$ cat config.mk
export PLATFORM = sky130hd
export DESIGN_NAME = line_sensor_centroid_pid_steering_flat
export DESIGN_NICKNAME = d
export VERILOG_FILES = /design/src/rtl/core/lscp_pkg.sv /design/src/rtl/core/lscp_in_if.sv /design/src/rtl/core/lscp_out_if.sv /design/src/rtl/core/lscp_cfg.sv /design/src/rtl/core/lscp_ctrl.sv /design/src/rtl/core/lscp_datapath.sv /design/src/rtl/core/line_sensor_centroid_pid_steering.sv /design/src/flat_wrapper.sv
export VERILOG_INCLUDE_DIRS = /design/src /design/src/rtl/core
export SDC_FILE = /design/constraint.sdc
export NUM_CORES = 2
export LEC_CHECK = 0
export BUFFER_PORTS_ARGS = -buffer_cell sky130_fd_sc_hd__buf_2
export CORE_AREA = 2 2 269 271
export CTS_CLUSTER_DIAMETER = 30
export DETAILED_ROUTE_END_ITERATION = 8
export DIE_AREA = 0 0 271 273
export PLACE_DENSITY = 0.73
export SYNTH_ARGS = -nofsm -noshare
export SYNTH_HDL_FRONTEND = slang
export SYNTH_SLANG_ARGS = --single-unit
$ cat constraint.sdc
create_clock -name clk_i -period 10.1 [get_ports clk_i]
set_clock_uncertainty 0.2 [all_clocks]
set_input_delay 2.02 -clock clk_i [delete_from_list [all_inputs] [get_ports clk_i]]
set_output_delay 2.02 -clock clk_i [all_outputs]
set_load 0.005 [all_outputs]
$ cat src/rtl/core/line_sensor_centroid_pid_steering_assert.svh
// Assertion macros shared by the line sensor steering RTL.
// No dependencies; included by the modules that carry assertions.
`ifndef LINE_SENSOR_CENTROID_PID_STEERING_ASSERT_SVH
`define LINE_SENSOR_CENTROID_PID_STEERING_ASSERT_SVH
`ifndef SYNTHESIS
// Property checked on every clock edge outside reset.
`define LSCP_ASSERT(lbl, clk, rstn, prop) \
  lbl: assert property (@(posedge clk) disable iff (!rstn) prop) \
    else $error("lscp assertion failed");
// Implication checked on every clock edge outside reset.
`define LSCP_ASSERT_IMP(lbl, clk, rstn, ante, cons) \
  lbl: assert property (@(posedge clk) disable iff (!rstn) (ante) |-> (cons)) \
    else $error("lscp implication failed");
`else
`define LSCP_ASSERT(lbl, clk, rstn, prop)
`define LSCP_ASSERT_IMP(lbl, clk, rstn, ante, cons)
`endif
`endif

$ cat src/rtl/core/lscp_pkg.sv
// Package for the line sensor centroid / PID steering block.
// Types, widths, codes and helper functions; no dependencies.
package lscp_pkg;

  localparam int SLOT_W     = 4;
  localparam int SAMPLE_W   = 12;
  localparam int LINE_W     = 16;
  localparam int WSUM_W     = 15;
  localparam int HIT_W      = 5;
  localparam int POS_W      = 11;
  localparam int ERR_W      = 12;
  localparam int DER_W      = 13;
  localparam int ED_W       = 14;
  localparam int ACC_W      = 24;
  localparam int GAIN_W     = 8;
  localparam int DUTY_W     = 16;
  localparam int CFG_IDX_W  = 3;
  localparam int CFG_DATA_W = 16;
  localparam int DIVCNT_W   = 4;

  localparam logic [POS_W-1:0] POS_MAX     = 11'd1500;
  localparam int               WEIGHT_STEP = 100;

  typedef enum logic [1:0] {
    FUNC_BLACK = 2'd0,
    FUNC_WHITE = 2'd1,
    FUNC_RUN   = 2'd2
  } func_e;

  localparam logic [CFG_IDX_W-1:0] CFG_GAIN_P     = 3'd0;
  localparam logic [CFG_IDX_W-1:0] CFG_GAIN_D     = 3'd1;
  localparam logic [CFG_IDX_W-1:0] CFG_GAIN_I     = 3'd2;
  localparam logic [CFG_IDX_W-1:0] CFG_BASE_A     = 3'd3;
  localparam logic [CFG_IDX_W-1:0] CFG_BASE_B     = 3'd4;
  localparam logic [CFG_IDX_W-1:0] CFG_MAX_DUTY   = 3'd5;
  localparam logic [CFG_IDX_W-1:0] CFG_LINE_WHITE = 3'd6;
  localparam logic [CFG_IDX_W-1:0] CFG_SETPOINT   = 3'd7;

  typedef struct packed {
    logic [GAIN_W-1:0] gain_p;
    logic [GAIN_W-1:0] gain_d;
    logic [GAIN_W-1:0] gain_i;
    logic [DUTY_W-1:0] base_duty_a;
    logic [DUTY_W-1:0] base_duty_b;
    logic [DUTY_W-1:0] max_duty;
    logic              line_white;
    logic [POS_W-1:0]  setpoint;
  } cfg_t;

  typedef struct packed {
    logic load_item;
    logic eval;
    logic div_init;
    logic div_step;
    logic err_calc;
    logic mac_p;
    logic mac_d;
    logic mac_i;
    logic duty_calc;
    logic out_load;
  } cmd_t;

  typedef struct packed {
    logic run_last;
    logic out_free;
  } status_t;

  // Slot weight: 1500 at slot 0, down by 100 per slot.
  function automatic logic [POS_W-1:0] slot_weight(input logic [SLOT_W-1:0] slot);
    int w;
    w = int'(POS_MAX) - WEIGHT_STEP * int'(slot);
    return POS_W'(w);
  endfunction

endpackage

$ cat src/rtl/core/lscp_in_if.sv
// Input channel of the steering block: valid/ready plus one sensor sample.
// Depends on lscp_pkg.
interface lscp_in_if
  import lscp_pkg::*;
();
  logic                valid;
  logic                ready;
  logic [1:0]          func;
  logic [SLOT_W-1:0]   sensor_slot;
  logic [SAMPLE_W-1:0] sample;
  logic                last;

  modport source (output valid, func, sensor_slot, sample, last, input ready);
  modport sink   (input valid, func, sensor_slot, sample, last, output ready);
endinterface

$ cat src/rtl/core/lscp_out_if.sv
// Result channel of the steering block: valid/ready plus duties and position.
// Depends on lscp_pkg.
interface lscp_out_if
  import lscp_pkg::*;
();
  logic                     valid;
  logic                     ready;
  logic [DUTY_W-1:0]        duty_a;
  logic [DUTY_W-1:0]        duty_b;
  logic [POS_W-1:0]         position;
  logic signed [ERR_W-1:0]  pos_error;
  logic [LINE_W-1:0]        line_bits;
  logic                     no_line;

  modport source (output valid, duty_a, duty_b, position, pos_error, line_bits, no_line,
                  input ready);
  modport sink   (input valid, duty_a, duty_b, position, pos_error, line_bits, no_line,
                  output ready);
endinterface

$ cat src/rtl/core/lscp_cfg.sv
// Configuration register bank of the steering block.
// Depends on lscp_pkg.
module lscp_cfg
  import lscp_pkg::*;
(
  input  logic                  clk_i,
  input  logic                  rst_ni,
  input  logic                  cfg_we_i,
  input  logic [CFG_IDX_W-1:0]  cfg_idx_i,
  input  logic [CFG_DATA_W-1:0] cfg_wdata_i,
  output cfg_t                  cfg_o
);

  cfg_t cfg_q, cfg_d;

  always_comb begin
    cfg_d = cfg_q;
    if (cfg_we_i) begin
      unique case (cfg_idx_i)
        CFG_GAIN_P:     cfg_d.gain_p      = cfg_wdata_i[GAIN_W-1:0];
        CFG_GAIN_D:     cfg_d.gain_d      = cfg_wdata_i[GAIN_W-1:0];
        CFG_GAIN_I:     cfg_d.gain_i      = cfg_wdata_i[GAIN_W-1:0];
        CFG_BASE_A:     cfg_d.base_duty_a = cfg_wdata_i[DUTY_W-1:0];
        CFG_BASE_B:     cfg_d.base_duty_b = cfg_wdata_i[DUTY_W-1:0];
        CFG_MAX_DUTY:   cfg_d.max_duty    = cfg_wdata_i[DUTY_W-1:0];
        CFG_LINE_WHITE: cfg_d.line_white  = cfg_wdata_i[0];
        CFG_SETPOINT:   cfg_d.setpoint    = cfg_wdata_i[POS_W-1:0];
        default:        cfg_d = cfg_q;
      endcase
    end
  end

  always_ff @(posedge clk_i or negedge rst_ni) begin
    if (!rst_ni) begin
      cfg_q.gain_p      <= 8'd2;
      cfg_q.gain_d      <= 8'd0;
      cfg_q.gain_i      <= 8'd0;
      cfg_q.base_duty_a <= 16'd500;
      cfg_q.base_duty_b <= 16'd800;
      cfg_q.max_duty    <= 16'd2506;
      cfg_q.line_white  <= 1'b0;
      cfg_q.setpoint    <= 11'd750;
    end else begin
      cfg_q <= cfg_d;
    end
  end

  assign cfg_o = cfg_q;

endmodule

$ cat src/rtl/core/lscp_ctrl.sv
// Sequencer of the steering block: accepts items, steps the divider and MAC.
// Depends on lscp_pkg and the assertion macro header.
`include "line_sensor_centroid_pid_steering_assert.svh"
module lscp_ctrl
  import lscp_pkg::*;
(
  input  logic    clk_i,
  input  logic    rst_ni,
  input  logic    in_valid_i,
  output logic    in_ready_o,
  input  status_t status_i,
  output cmd_t    cmd_o
);

  localparam logic [3:0] S_IDLE     = 4'd0;
  localparam logic [3:0] S_EVAL     = 4'd1;
  localparam logic [3:0] S_DIV_INIT = 4'd2;
  localparam logic [3:0] S_DIV      = 4'd3;
  localparam logic [3:0] S_ERR      = 4'd4;
  localparam logic [3:0] S_MAC_P    = 4'd5;
  localparam logic [3:0] S_MAC_D    = 4'd6;
  localparam logic [3:0] S_MAC_I    = 4'd7;
  localparam logic [3:0] S_DUTY     = 4'd8;
  localparam logic [3:0] S_OUT      = 4'd9;

  localparam logic [DIVCNT_W-1:0] DIV_LAST = DIVCNT_W'(WSUM_W - 1);

  logic [3:0]          state_q, state_d;
  logic [DIVCNT_W-1:0] cnt_q, cnt_d;

  always_comb begin
    state_d    = state_q;
    cnt_d      = cnt_q;
    cmd_o      = '0;
    in_ready_o = 1'b0;
    unique case (state_q)
      S_IDLE: begin
        in_ready_o = 1'b1;
        if (in_valid_i) begin
          cmd_o.load_item = 1'b1;
          state_d         = S_EVAL;
        end
      end
      S_EVAL: begin
        cmd_o.eval = 1'b1;
        state_d    = status_i.run_last ? S_DIV_INIT : S_IDLE;
      end
      S_DIV_INIT: begin
        cmd_o.div_init = 1'b1;
        cnt_d          = '0;
        state_d        = S_DIV;
      end
      S_DIV: begin
        cmd_o.div_step = 1'b1;
        cnt_d          = cnt_q + 1'b1;
        if (cnt_q == DIV_LAST) begin
          state_d = S_ERR;
        end
      end
      S_ERR: begin
        cmd_o.err_calc = 1'b1;
        state_d        = S_MAC_P;
      end
      S_MAC_P: begin
        cmd_o.mac_p = 1'b1;
        state_d     = S_MAC_D;
      end
      S_MAC_D: begin
        cmd_o.mac_d = 1'b1;
        state_d     = S_MAC_I;
      end
      S_MAC_I: begin
        cmd_o.mac_i = 1'b1;
        state_d     = S_DUTY;
      end
      S_DUTY: begin
        cmd_o.duty_calc = 1'b1;
        state_d         = S_OUT;
      end
      S_OUT: begin
        // hold until the result register is free
        if (status_i.out_free) begin
          cmd_o.out_load = 1'b1;
          state_d        = S_IDLE;
        end
      end
      default: state_d = S_IDLE;
    endcase
  end

  always_ff @(posedge clk_i or negedge rst_ni) begin
    if (!rst_ni) begin
      state_q <= S_IDLE;
      cnt_q   <= '0;
    end else begin
      state_q <= state_d;
      cnt_q   <= cnt_d;
    end
  end

  `LSCP_ASSERT_IMP(a_div_cnt_range, clk_i, rst_ni, state_q == S_DIV, cnt_q <= DIV_LAST)
  `LSCP_ASSERT_IMP(a_eval_after_idle, clk_i, rst_ni, state_q == S_EVAL, $past(state_q) == S_IDLE)
  `LSCP_ASSERT_IMP(a_err_after_div, clk_i, rst_ni, state_q == S_ERR, $past(cnt_q) == DIV_LAST)

endmodule

$ cat src/rtl/core/lscp_datapath.sv
// Datapath of the steering block: calibration, scan accumulation,
// shift-subtract divider, shared gain multiplier, duty clamp, result register.
// Depends on lscp_pkg and the assertion macro header.
`include "line_sensor_centroid_pid_steering_assert.svh"
module lscp_datapath
  import lscp_pkg::*;
#(
  parameter int NUM_SENSORS = 16
) (
  input  logic                    clk_i,
  input  logic                    rst_ni,
  input  cfg_t                    cfg_i,
  input  cmd_t                    cmd_i,
  output status_t                 status_o,
  input  logic [1:0]              func_i,
  input  logic [SLOT_W-1:0]       sensor_slot_i,
  input  logic [SAMPLE_W-1:0]     sample_i,
  input  logic                    last_i,
  output logic                    res_valid_o,
  input  logic                    res_ready_i,
  output logic [DUTY_W-1:0]       duty_a_o,
  output logic [DUTY_W-1:0]       duty_b_o,
  output logic [POS_W-1:0]        position_o,
  output logic signed [ERR_W-1:0] pos_error_o,
  output logic [LINE_W-1:0]       line_bits_o,
  output logic                    no_line_o
);

  localparam int IDX_W = (NUM_SENSORS > 1) ? $clog2(NUM_SENSORS) : 1;

  // latched item
  logic [1:0]          func_q;
  logic [SLOT_W-1:0]   slot_q;
  logic [SAMPLE_W-1:0] smp_q;
  logic                last_q;

  // calibration levels
  logic [SAMPLE_W-1:0] black_q [NUM_SENSORS];
  logic [SAMPLE_W-1:0] white_q [NUM_SENSORS];

  // scan state
  logic [LINE_W-1:0]   scan_q;
  logic [WSUM_W-1:0]   wsum_q;
  logic [HIT_W-1:0]    hit_q;
  logic signed [ERR_W-1:0] prev_q;

  // divider
  logic [WSUM_W-1:0]   quo_q;
  logic [HIT_W:0]      rem_q;

  // PID
  logic [POS_W-1:0]        pos_q;
  logic signed [ERR_W-1:0] err_q;
  logic signed [DER_W-1:0] der_q;
  logic signed [ED_W-1:0]  ed_q;
  logic signed [ACC_W-1:0] acc_q;
  logic [DUTY_W-1:0]       duty_a_q, duty_b_q;

  // result register
  logic                    res_valid_q;
  logic [DUTY_W-1:0]       res_duty_a_q, res_duty_b_q;
  logic [POS_W-1:0]        res_pos_q;
  logic signed [ERR_W-1:0] res_err_q;
  logic [LINE_W-1:0]       res_bits_q;
  logic                    res_noline_q;

  logic [IDX_W-1:0]    idx;
  logic                slot_ok;
  logic [SAMPLE_W:0]   lvl_sum;
  logic [SAMPLE_W-1:0] mid;
  logic                hit_bit;
  logic                new_hit;

  assign idx     = IDX_W'(slot_q);
  assign slot_ok = int'(slot_q) < NUM_SENSORS;
  assign lvl_sum = {1'b0, black_q[idx]} + {1'b0, white_q[idx]};
  assign mid     = lvl_sum[SAMPLE_W:1];
  assign hit_bit = (smp_q > mid) ^ cfg_i.line_white;
  assign new_hit = slot_ok && hit_bit && !scan_q[slot_q];

  // divider step
  logic [HIT_W:0] rem_sh, rem_sub;
  logic           rem_ge;
  assign rem_sh  = {rem_q[HIT_W-1:0], quo_q[WSUM_W-1]};
  assign rem_ge  = rem_sh >= {1'b0, hit_q};
  assign rem_sub = rem_sh - {1'b0, hit_q};

  // position and error
  logic [POS_W-1:0]        pos_d;
  logic signed [ERR_W-1:0] err_d;
  always_comb begin
    if (hit_q == '0) begin
      pos_d = '0;
    end else if (quo_q > WSUM_W'(POS_MAX)) begin
      pos_d = POS_MAX;
    end else begin
      pos_d = quo_q[POS_W-1:0];
    end
  end
  assign err_d = $signed({1'b0, pos_d}) - $signed({1'b0, cfg_i.setpoint});

  // shared gain multiplier
  logic signed [GAIN_W:0]  mul_a;
  logic signed [ED_W-1:0]  mul_b;
  logic signed [ACC_W-1:0] prod;
  always_comb begin
    priority if (cmd_i.mac_p) begin
      mul_a = $signed({1'b0, cfg_i.gain_p});
      mul_b = ED_W'(err_q);
    end else if (cmd_i.mac_d) begin
      mul_a = $signed({1'b0, cfg_i.gain_d});
      mul_b = ED_W'(der_q);
    end else begin
      mul_a = $signed({1'b0, cfg_i.gain_i});
      mul_b = ed_q;
    end
  end
  assign prod = mul_a * mul_b;

  // duty sums and clamps
  logic signed [ACC_W:0] acc_ext, base_a_ext, base_b_ext, max_ext, sum_a, sum_b;
  logic [DUTY_W-1:0]     clamp_a, clamp_b;
  assign acc_ext    = {acc_q[ACC_W-1], acc_q};
  assign base_a_ext = {{(ACC_W+1-DUTY_W){1'b0}}, cfg_i.base_duty_a};
  assign base_b_ext = {{(ACC_W+1-DUTY_W){1'b0}}, cfg_i.base_duty_b};
  assign max_ext    = {{(ACC_W+1-DUTY_W){1'b0}}, cfg_i.max_duty};
  assign sum_a      = base_a_ext + acc_ext;
  assign sum_b      = base_b_ext - acc_ext;

  always_comb begin
    if (sum_a < 0) begin
      clamp_a = '0;
    end else if (sum_a > max_ext) begin
      clamp_a = cfg_i.max_duty;
    end else begin
      clamp_a = sum_a[DUTY_W-1:0];
    end
    if (sum_b < 0) begin
      clamp_b = '0;
    end else if (sum_b > max_ext) begin
      clamp_b = cfg_i.max_duty;
    end else begin
      clamp_b = sum_b[DUTY_W-1:0];
    end
  end

  // payload registers
  always_ff @(posedge clk_i) begin
    if (cmd_i.load_item) begin
      func_q <= func_i;
      slot_q <= sensor_slot_i;
      smp_q  <= sample_i;
      last_q <= last_i;
    end
    if (cmd_i.div_init) begin
      quo_q <= wsum_q;
      rem_q <= '0;
    end else if (cmd_i.div_step) begin
      quo_q <= {quo_q[WSUM_W-2:0], rem_ge};
      rem_q <= rem_ge ? rem_sub : rem_sh;
    end
    if (cmd_i.err_calc) begin
      pos_q <= pos_d;
      err_q <= err_d;
    end
    if (cmd_i.mac_p) begin
      acc_q <= prod;
      der_q <= {err_q[ERR_W-1], err_q} - {prev_q[ERR_W-1], prev_q};
    end
    if (cmd_i.mac_d) begin
      acc_q <= acc_q + prod;
      ed_q  <= {{(ED_W-ERR_W){err_q[ERR_W-1]}}, err_q} + {der_q[DER_W-1], der_q};
    end
    if (cmd_i.mac_i) begin
      acc_q <= acc_q + prod;
    end
    if (cmd_i.duty_calc) begin
      duty_a_q <= clamp_a;
      duty_b_q <= clamp_b;
    end
    if (cmd_i.out_load) begin
      res_duty_a_q <= duty_a_q;
      res_duty_b_q <= duty_b_q;
      res_pos_q    <= pos_q;
      res_err_q    <= err_q;
      res_bits_q   <= scan_q;
      res_noline_q <= (hit_q == '0);
    end
  end

  // state with reset
  always_ff @(posedge clk_i or negedge rst_ni) begin
    if (!rst_ni) begin
      for (int i = 0; i < NUM_SENSORS; i++) begin
        black_q[i] <= '0;
        white_q[i] <= '0;
      end
      scan_q      <= '0;
      wsum_q      <= '0;
      hit_q       <= '0;
      prev_q      <= '0;
      res_valid_q <= 1'b0;
    end else begin
      if (cmd_i.eval && slot_ok) begin
        if (func_q == FUNC_BLACK) begin
          black_q[idx] <= smp_q;
        end
        if (func_q == FUNC_WHITE) begin
          white_q[idx] <= smp_q;
        end
      end
      if (cmd_i.eval && (func_q == FUNC_RUN) && new_hit) begin
        scan_q[slot_q] <= 1'b1;
        wsum_q         <= wsum_q + WSUM_W'(slot_weight(slot_q));
        hit_q          <= hit_q + 1'b1;
      end
      if (cmd_i.out_load) begin
        scan_q <= '0;
        wsum_q <= '0;
        hit_q  <= '0;
        prev_q <= err_q;
      end
      if (cmd_i.out_load) begin
        res_valid_q <= 1'b1;
      end else if (res_ready_i) begin
        res_valid_q <= 1'b0;
      end
    end
  end

  assign status_o.run_last = (func_q == FUNC_RUN) && last_q;
  assign status_o.out_free = !res_valid_q || res_ready_i;

  assign res_valid_o = res_valid_q;
  assign duty_a_o    = res_duty_a_q;
  assign duty_b_o    = res_duty_b_q;
  assign position_o  = res_pos_q;
  assign pos_error_o = res_err_q;
  assign line_bits_o = res_bits_q;
  assign no_line_o   = res_noline_q;

  `LSCP_ASSERT(a_hit_matches_bits, clk_i, rst_ni, int'(hit_q) == $countones(scan_q))
  `LSCP_ASSERT_IMP(a_valid_from_load, clk_i, rst_ni, $rose(res_valid_q), $past(cmd_i.out_load))
  `LSCP_ASSERT_IMP(a_pos_in_range, clk_i, rst_ni, res_valid_q, res_pos_q <= POS_MAX)

endmodule

$ cat src/rtl/core/line_sensor_centroid_pid_steering.sv
// Line sensor centroid and PID steering block, top level.
// A calibration or mid-scan sample is evaluated and the block returns to idle; a
// scan-closing sample then runs the serial divider, the error step, the P, D and I MAC
// steps and the duty clamp, and its result load waits while an earlier result still
// waits. Samples are taken only in idle, one at a time. Reset: async active low; calibration
// levels, scan state and previous error clear, registers take their defaults.
module line_sensor_centroid_pid_steering
  import lscp_pkg::*;
#(
  parameter int NUM_SENSORS = 16
) (
  input  logic                  clk_i,
  input  logic                  rst_ni,
  lscp_in_if.sink               item_i,
  lscp_out_if.source            result_o,
  input  logic                  cfg_we_i,
  input  logic [CFG_IDX_W-1:0]  cfg_idx_i,
  input  logic [CFG_DATA_W-1:0] cfg_wdata_i
);

  cfg_t    cfg;
  cmd_t    cmd;
  status_t status;
  logic    in_ready;

  lscp_cfg u_cfg (
    .clk_i      (clk_i),
    .rst_ni     (rst_ni),
    .cfg_we_i   (cfg_we_i),
    .cfg_idx_i  (cfg_idx_i),
    .cfg_wdata_i(cfg_wdata_i),
    .cfg_o      (cfg)
  );

  lscp_ctrl u_ctrl (
    .clk_i     (clk_i),
    .rst_ni    (rst_ni),
    .in_valid_i(item_i.valid),
    .in_ready_o(in_ready),
    .status_i  (status),
    .cmd_o     (cmd)
  );

  lscp_datapath #(
    .NUM_SENSORS(NUM_SENSORS)
  ) u_dp (
    .clk_i        (clk_i),
    .rst_ni       (rst_ni),
    .cfg_i        (cfg),
    .cmd_i        (cmd),
    .status_o     (status),
    .func_i       (item_i.func),
    .sensor_slot_i(item_i.sensor_slot),
    .sample_i     (item_i.sample),
    .last_i       (item_i.last),
    .res_valid_o  (result_o.valid),
    .res_ready_i  (result_o.ready),
    .duty_a_o     (result_o.duty_a),
    .duty_b_o     (result_o.duty_b),
    .position_o   (result_o.position),
    .pos_error_o  (result_o.pos_error),
    .line_bits_o  (result_o.line_bits),
    .no_line_o    (result_o.no_line)
  );

  assign item_i.ready = in_ready;

endmodule

$ cat src/flat_wrapper.sv
// flat-port wrapper written by rule: the top's interface ports become plain ports
module line_sensor_centroid_pid_steering_flat import lscp_pkg::*;
#(
  parameter int NUM_SENSORS = 16
)
  (clk_i, rst_ni, cfg_we_i, cfg_idx_i, cfg_wdata_i, item_i_valid, item_i_func, item_i_sensor_slot, item_i_sample, item_i_last, item_i_ready, result_o_valid, result_o_duty_a, result_o_duty_b, result_o_position, result_o_pos_error, result_o_line_bits, result_o_no_line, result_o_ready);
  lscp_in_if item_i_i ();
  lscp_out_if result_o_i ();
  input  logic clk_i;
  input  logic rst_ni;
  input  logic cfg_we_i;
  input  logic [CFG_IDX_W-1:0] cfg_idx_i;
  input  logic [CFG_DATA_W-1:0] cfg_wdata_i;
  input wire logic [$bits(item_i_i.valid)-1:0] item_i_valid;
  input wire logic [$bits(item_i_i.func)-1:0] item_i_func;
  input wire logic [$bits(item_i_i.sensor_slot)-1:0] item_i_sensor_slot;
  input wire logic [$bits(item_i_i.sample)-1:0] item_i_sample;
  input wire logic [$bits(item_i_i.last)-1:0] item_i_last;
  output wire logic [$bits(item_i_i.ready)-1:0] item_i_ready;
  output wire logic [$bits(result_o_i.valid)-1:0] result_o_valid;
  output wire logic [$bits(result_o_i.duty_a)-1:0] result_o_duty_a;
  output wire logic [$bits(result_o_i.duty_b)-1:0] result_o_duty_b;
  output wire logic [$bits(result_o_i.position)-1:0] result_o_position;
  output wire logic [$bits(result_o_i.pos_error)-1:0] result_o_pos_error;
  output wire logic [$bits(result_o_i.line_bits)-1:0] result_o_line_bits;
  output wire logic [$bits(result_o_i.no_line)-1:0] result_o_no_line;
  input wire logic [$bits(result_o_i.ready)-1:0] result_o_ready;
  assign item_i_i.valid = item_i_valid;
  assign item_i_i.func = item_i_func;
  assign item_i_i.sensor_slot = item_i_sensor_slot;
  assign item_i_i.sample = item_i_sample;
  assign item_i_i.last = item_i_last;
  assign item_i_ready = item_i_i.ready;
  assign result_o_valid = result_o_i.valid;
  assign result_o_duty_a = result_o_i.duty_a;
  assign result_o_duty_b = result_o_i.duty_b;
  assign result_o_position = result_o_i.position;
  assign result_o_pos_error = result_o_i.pos_error;
  assign result_o_line_bits = result_o_i.line_bits;
  assign result_o_no_line = result_o_i.no_line;
  assign result_o_i.ready = result_o_ready;
  line_sensor_centroid_pid_steering #(.NUM_SENSORS(NUM_SENSORS)) u_core (.clk_i(clk_i), .rst_ni(rst_ni), .item_i(item_i_i), .result_o(result_o_i), .cfg_we_i(cfg_we_i), .cfg_idx_i(cfg_idx_i), .cfg_wdata_i(cfg_wdata_i));
endmodule
# After elaboration in Yosys (flattened, before gate mapping)
# Index checks and enable logic that the tools add are counted.
[op_classes]
n_addsub = 12
mul = 2
n_lt_le_gt_ge = 11
eq_ne = 22
muxes = 55
bitwise = 3
n_reduce_logical = 29
[ops]
columns = ["operator", "n"]
rows = [
  ["$bwmux 192", 2],
  ["$bmux 12 s4", 2],
  ["$mux 24", 3],
  ["$mux 16", 4],
  ["$mux 12", 5],
  ["$mux 15", 4],
  ["$gt 25x17->1", 2],
  ["$lt 25x1->1 const B", 2],
  ["$demux 12 s4", 1],
  ["$pmux 4 s10", 1],
  ["$mux 14", 2],
  ["$add 17x24->25", 1],
  ["$sub 17x24->25", 1],
  ["$add 24x23->24", 1],
  ["$mul 9x14->23", 1],
  ["$mux 11", 2],
  ["$reduce_and 2->1", 10],
  ["$mux 1", 17],
  ["$eq 4x3->1 const B", 4],
  ["$mux 8", 2],
  ["$or 16x16->16", 1],
  ["$add 15x11->15", 1],
  ["$gt 15x11->1 const B", 1],
  ["$mux 5", 3],
  ["other kinds (42)", 61],
]
[totals]
ff_bits = 742
out_inout_bits = 74

# Depth between registers and ports, before layout
[logic_depth]
word_depth = 11
mapped_depth = 36
depth_no_buf = 34

# Modules after synthesis
# Synthesis repeated with hierarchy kept, for this count alone.
[hier_totals]
cells_unflattened = 3454
hier_area_um2 = 42070.3
[modules_own_cells]
columns = ["module", "instances", "cells_each", "area_per_inst_um2", "seq_area_each_um2"]
rows = [
  ["lscp_datapath", 1, 3202, 38247.9, 17251.5],
  ["lscp_cfg", 1, 187, 3299.4, 2130.8],
  ["lscp_ctrl", 1, 65, 523.0, 200.2],
]

# Least setup slack after synthesis
# Ideal clock, no wire load.
[synth_timing]
kind = "register -> register"
start = "register u_core.u_ctrl.state_q[0]"
end = "register u_core.u_dp.acc_q[22], data pin"
arrival_time_ns = 7.616
t_required_ns = 9.640
path_slack_ns = 2.024
stages_incl_launch_ff = 32
synth_period_minus_slack_ns = 8.076
cell_sequence = "dfrtp_1 clkbuf_1 nor2b_1 and2_1 clkbuf_1 clkbuf_1 buf_1 o21a_1 nor2_1 fa_1 fa_1 fa_1 inv_1 fa_1 inv_1 ha_1 o21ai_0 a21boi_0 a311oi_1 nor2_1 nor2_1 xnor2_1 ha_1 a21o_1 a21o_1 a2111oi_0 o211ai_1 nand2_1 o21ai_0 o41ai_1 xnor2_1 mux2_2"
[synth_between]
elab_chain_len = 8
elab_cells_between_ends = 15
classes_between = "add/sub: 1; mul: 1; eq/ne: 3; mux: 10"
[synth_rtl]
columns = ["element", "line", "source"]
rows = [
  ["start, declared", "lscp_ctrl.sv:28", "logic [3:0] state_q, state_d;"],
  ["start signal, assigned", "lscp_ctrl.sv:96", "state_q <= state_d;"],
  ["$eq 4x3->1", "lscp_ctrl.sv:36", "unique case (state_q)"],
  ["$mux 1", "lscp_ctrl.sv:36", ""],
  ["$mux 8 / $mux 14 (equally long branches)", "lscp_datapath.sv:110", "end else if (cmd_i.mac_d) begin"],
  ["$mux 8 / $mux 14 (equally long branches)", "lscp_datapath.sv:107", "priority if (cmd_i.mac_p) begin"],
  ["$mul 9x14->23", "lscp_datapath.sv:118", "assign prod = mul_a * mul_b;"],
  ["$add 24x23->24 / $mux 24 (equally long branches)", "lscp_datapath.sv:171, lscp_datapath.sv:175, lscp_datapath.sv:166", ""],
  ["$mux 24", "lscp_datapath.sv:170", "if (cmd_i.mac_d) begin"],
  ["$mux 24 (*)", "lscp_datapath.sv:174", "if (cmd_i.mac_i) begin"],
  ["end signal, assigned", "lscp_datapath.sv:167", "acc_q <= prod;"],
  ["end signal, assigned", "lscp_datapath.sv:171", "acc_q <= acc_q + prod;"],
  ["end signal, assigned", "lscp_datapath.sv:175", "acc_q <= acc_q + prod;"],
  ["end, declared", "lscp_datapath.sv:56", "logic signed [ACC_W-1:0] acc_q;"],
]
# Every way passes the cells marked *; elsewhere a longest branch is shown, timed or not. The select of a mux whose other input is x is not followed.
# A chain may end at the register's enable or synchronous reset.

# Worst setup path after layout
[layout_timing]
start = "register u_core.u_ctrl.state_q[2]"
end = "register u_core.u_dp.acc_q[22], data pin"
# Same word-level chain as after synthesis.

==> reports/qor.yml <==
rr_worst_depth: 30
post_cts_buffers: 0
drt_iter0_drc: 2145
cts_sinks: 740
cts_max_level: 4
clockBufferDepth: 3
fin_crit_sh_pct: 89.1
synth_cell_types: 81
max_cap_viol_count: 0
use_met3_pct: 5.06
cp.required_ps: 10340
routed_wirelength_um: 107000
cts_inserted_buffers: 138
gr-usage-met1_pct: 36.1
fillers: 4933
overflow: 0
grt_most_used_layer: "met2"
die_h_um: 273
crit_fanout: 34
antenna_found_initial: 3
track_usage_pct: 29.4
initial_core_util_pct: 59.4
die_area_um2: 74000
critPathArrivalTime_ps: 9230
root_buffer: "clkbuf_16"
cp_common_cell: "fa_1"
synthFlopType: "dfrtp_1"
cts.repair.resized: 0
netlist_area_um2: 42200
ys_ff_latch: 740
dpl_cell_area_um2: 43900
final.setup.tns_ps: 0
gp_congestion: 0.928
ys_warn_count: 0
core_region_area_um2: 71000
dpl.hpwl_um: 74700
grt_pass1_vias: 30302
ios: 117
final_cells: 4728
tightest_slew_ps: 1400
drt.antenna.violating_nets: 0
ys_async_sr_fraction_pct: 70.7
cp-start-kind: "register"
grt_pass1_wl_um: 168000
yosysSeqAreaShare_pct: 46.4
die_x_um: 271
drive_gt1_share_pct: 28.5
drt_pass1_iterations: 6
rows: 98
regToRegSetupSlack_ps: 1100
drc: 0
clkTransAtPathRegs_ps: 50
reg2reg_to: "u_core.u_dp.acc_q[22]"
port-buffer-count: 116
clk_latency_ps: 720
cp-end-kind: "register"
hold_viol: 0
final_nets: 4033
cts_hold_buf: 0
reg2reg_from: "u_core.u_ctrl.state_q[2]"
dp.cells: 4471
setup_viol: 0
use_met2_pct: 50.5
max_freq_mhz: 111
design_area_um2: 48900
synth_area_per_cell_um2: 12.0
status: "complete, no violations"
cts_tree: "done"
hold_path.class: "reg -> reg"
synth_cells: 3508
period_needed_ps: 9000
via_per_inst: 6.04
syn_nets: 3880
crit_start: "u_core.u_ctrl.state_q[2]"
cpPeakStageDelay_ps: 800
relSlewSlack_pct: 7.00
area_growth_pct: 15.8
grt_max_degree: 183
crit_path_end: "u_core.u_dp.acc_q[22]"
slew_viol_final: 0
rsz0062_at_grt: "no"
wl_per_cell_um: 22.6
worstSetupPathType: "reg -> reg"
synth_edf_count: 212
route.vias.total: 28551
critPathSlowestCell: "nor2_4"
[routing by layer]
layer  up-vias  routed length, um
met4         4               4840
met3       277               5600
met5         -                 20
met2       936              53900
li1      12860                  -
met1     14474              42600
[flip-flops by register name (all words and copies together), names as in the netlist, 5 cells and up]
name	cells
u_core.u_dp.duty_b_o	16
u_core.u_dp.rem_q	5
u_core.u_dp.wsum_q	13
u_core.u_dp.black_q	192
u_core.u_dp.duty_a_q	16
u_core.u_dp.duty_a_o	16
u_core.u_dp.prev_q	12
u_core.u_dp.err_q	12
u_core.u_cfg.cfg_o	84
u_core.u_dp.white_q	192
u_core.u_dp.pos_q	11
u_core.u_dp.duty_b_q	16
u_core.u_dp.der_q	13
u_core.u_dp.line_bits_o	16
u_core.u_dp.hit_q	5
u_core.u_dp.ed_q	14
u_core.u_dp.scan_q	16
u_core.u_dp.pos_error_o	12
u_core.u_dp.position_o	11
u_core.u_dp.smp_q	12
u_core.u_dp.acc_q	24
u_core.u_dp.quo_q	15
[layout by cell type, fill, tap and decap left out, types with 30 or more instances in the layout]
master,netlist,routed
mux2_2,489,489
xnor2_1,86,86
nor2_1,246,242
nand4_1,30,30
nand2_1,217,217
mux4_2,115,115
o21ai_0,145,145
a21o_1,66,66
nor3_1,42,41
inv_1,277,277
dfrtp_1,500,500
fa_1,100,100
a21oi_1,133,133
buf_4,1,66
clkbuf_16,0,141
buf_2,35,115
a31oi_1,32,32
nand3_1,43,43
ha_1,229,229
edfxtp_1,212,212
[layout make-up]
cell class / instances / area (um2) / share of cell area [%]
clock inverters: 82 / 1240 / 2.53
clock buffers: 173 / 3770 / 7.71
diodes: 2 / 5.00 / 0.0102
repair buffers: 185 / 1150 / 2.34
multi-input cells: 2315 / 20900 / 42.7
flip-flops and latches: 740 / 19600 / 40.1
well taps: 950 / 1190 / 2.43
inverters: 281 / 1060 / 2.16
[Yosys cell counts, types with 14 or more instances]
cell type | instances | area, um2
dfrtp_1 | 500 | 12500
mux2_2 | 489 | 5510
inv_1 | 277 | 1040
nor2_1 | 246 | 923
ha_1 | 229 | 2870
nand2_1 | 217 | 815
edfxtp_1 | 212 | 6370
o21ai_0 | 145 | 726
a21oi_1 | 133 | 666
clkbuf_1 | 125 | 469
mux4_2 | 115 | 2590
fa_1 | 100 | 2000
xnor2_1 | 86 | 753
a21o_1 | 66 | 495
nand3_1 | 43 | 215
nor3_1 | 42 | 210
buf_2 | 35 | 175
a31oi_1 | 32 | 200
nand4_1 | 30 | 188
mux2i_1 | 29 | 290
xor2_1 | 29 | 254
o21a_1 | 28 | 210
nor2b_1 | 27 | 169
dfstp_2 | 23 | 604
and3_1 | 17 | 106
nand2b_1 | 17 | 106
o21bai_1 | 17 | 128
a21boi_0 | 14 | 105
[cell families (layout without fill, tap and decap cells)]
family | Yosys count | after routing | share of synthesized area [%]
adder cells (fa/ha/maj) | 329 | 329 | 11.5
buffers and inverters | 453 | 721 | 4.16
XOR/XNOR | 115 | 115 | 2.39
other | 0 | 2 | 0
AND/OR/NAND/NOR | 703 | 703 | 7.57
flip-flops | 740 | 740 | 46.4
multiplexers | 638 | 638 | 20.0
AO/OA/AOI/OAI | 530 | 530 | 7.93
[worst min path at each step]
stage	end	cells after the start	startpoint	slack [ps]
final	u_core.u_dp.duty_b_o[2]	0	u_core.u_dp.duty_b_q[2]	210
after global routing	u_core.u_dp.duty_a_o[14]	0	u_core.u_dp.duty_a_q[14]	220
after global placement	u_core.u_dp.position_o[6]	0	u_core.u_dp.pos_q[6]	200
after detailed placement	u_core.u_dp.duty_b_o[2]	0	u_core.u_dp.duty_b_q[2]	210
after CTS	u_core.u_dp.duty_b_o[2]	0	u_core.u_dp.duty_b_q[2]	200
after floorplan	u_core.u_dp.duty_a_o[0]	0	u_core.u_dp.duty_a_q[0]	200
[worst max-delay path, delay by kind of cell (launching register included)]
family	cells	cell delay (ps)
adder cells (fa/ha/maj)	6	2630
AO/OA/AOI/OAI	9	2430
AND/OR/NAND/NOR	8	2030
flip-flops	1	520
multiplexers	2	480
XOR/XNOR	2	260
buffers and inverters	3	140
[metrics by stage]
stage | hold slack, ps | util [%] | worst slack, ps
2_1_floorplan | 200 | - | 2020
3_3_place_gp | 203 | 61.8 | 1520
3_5_place_dp | 207 | 61.8 | 1200
4_1_cts | 199 | 68.8 | 1140
5_1_grt | 217 | 68.8 | 535
6_report | 208 | 68.8 | 1100
Power is left out: the tool's default activity adds up to more than one toggle a clock period on the data nets, which glitch-free logic cannot reach.
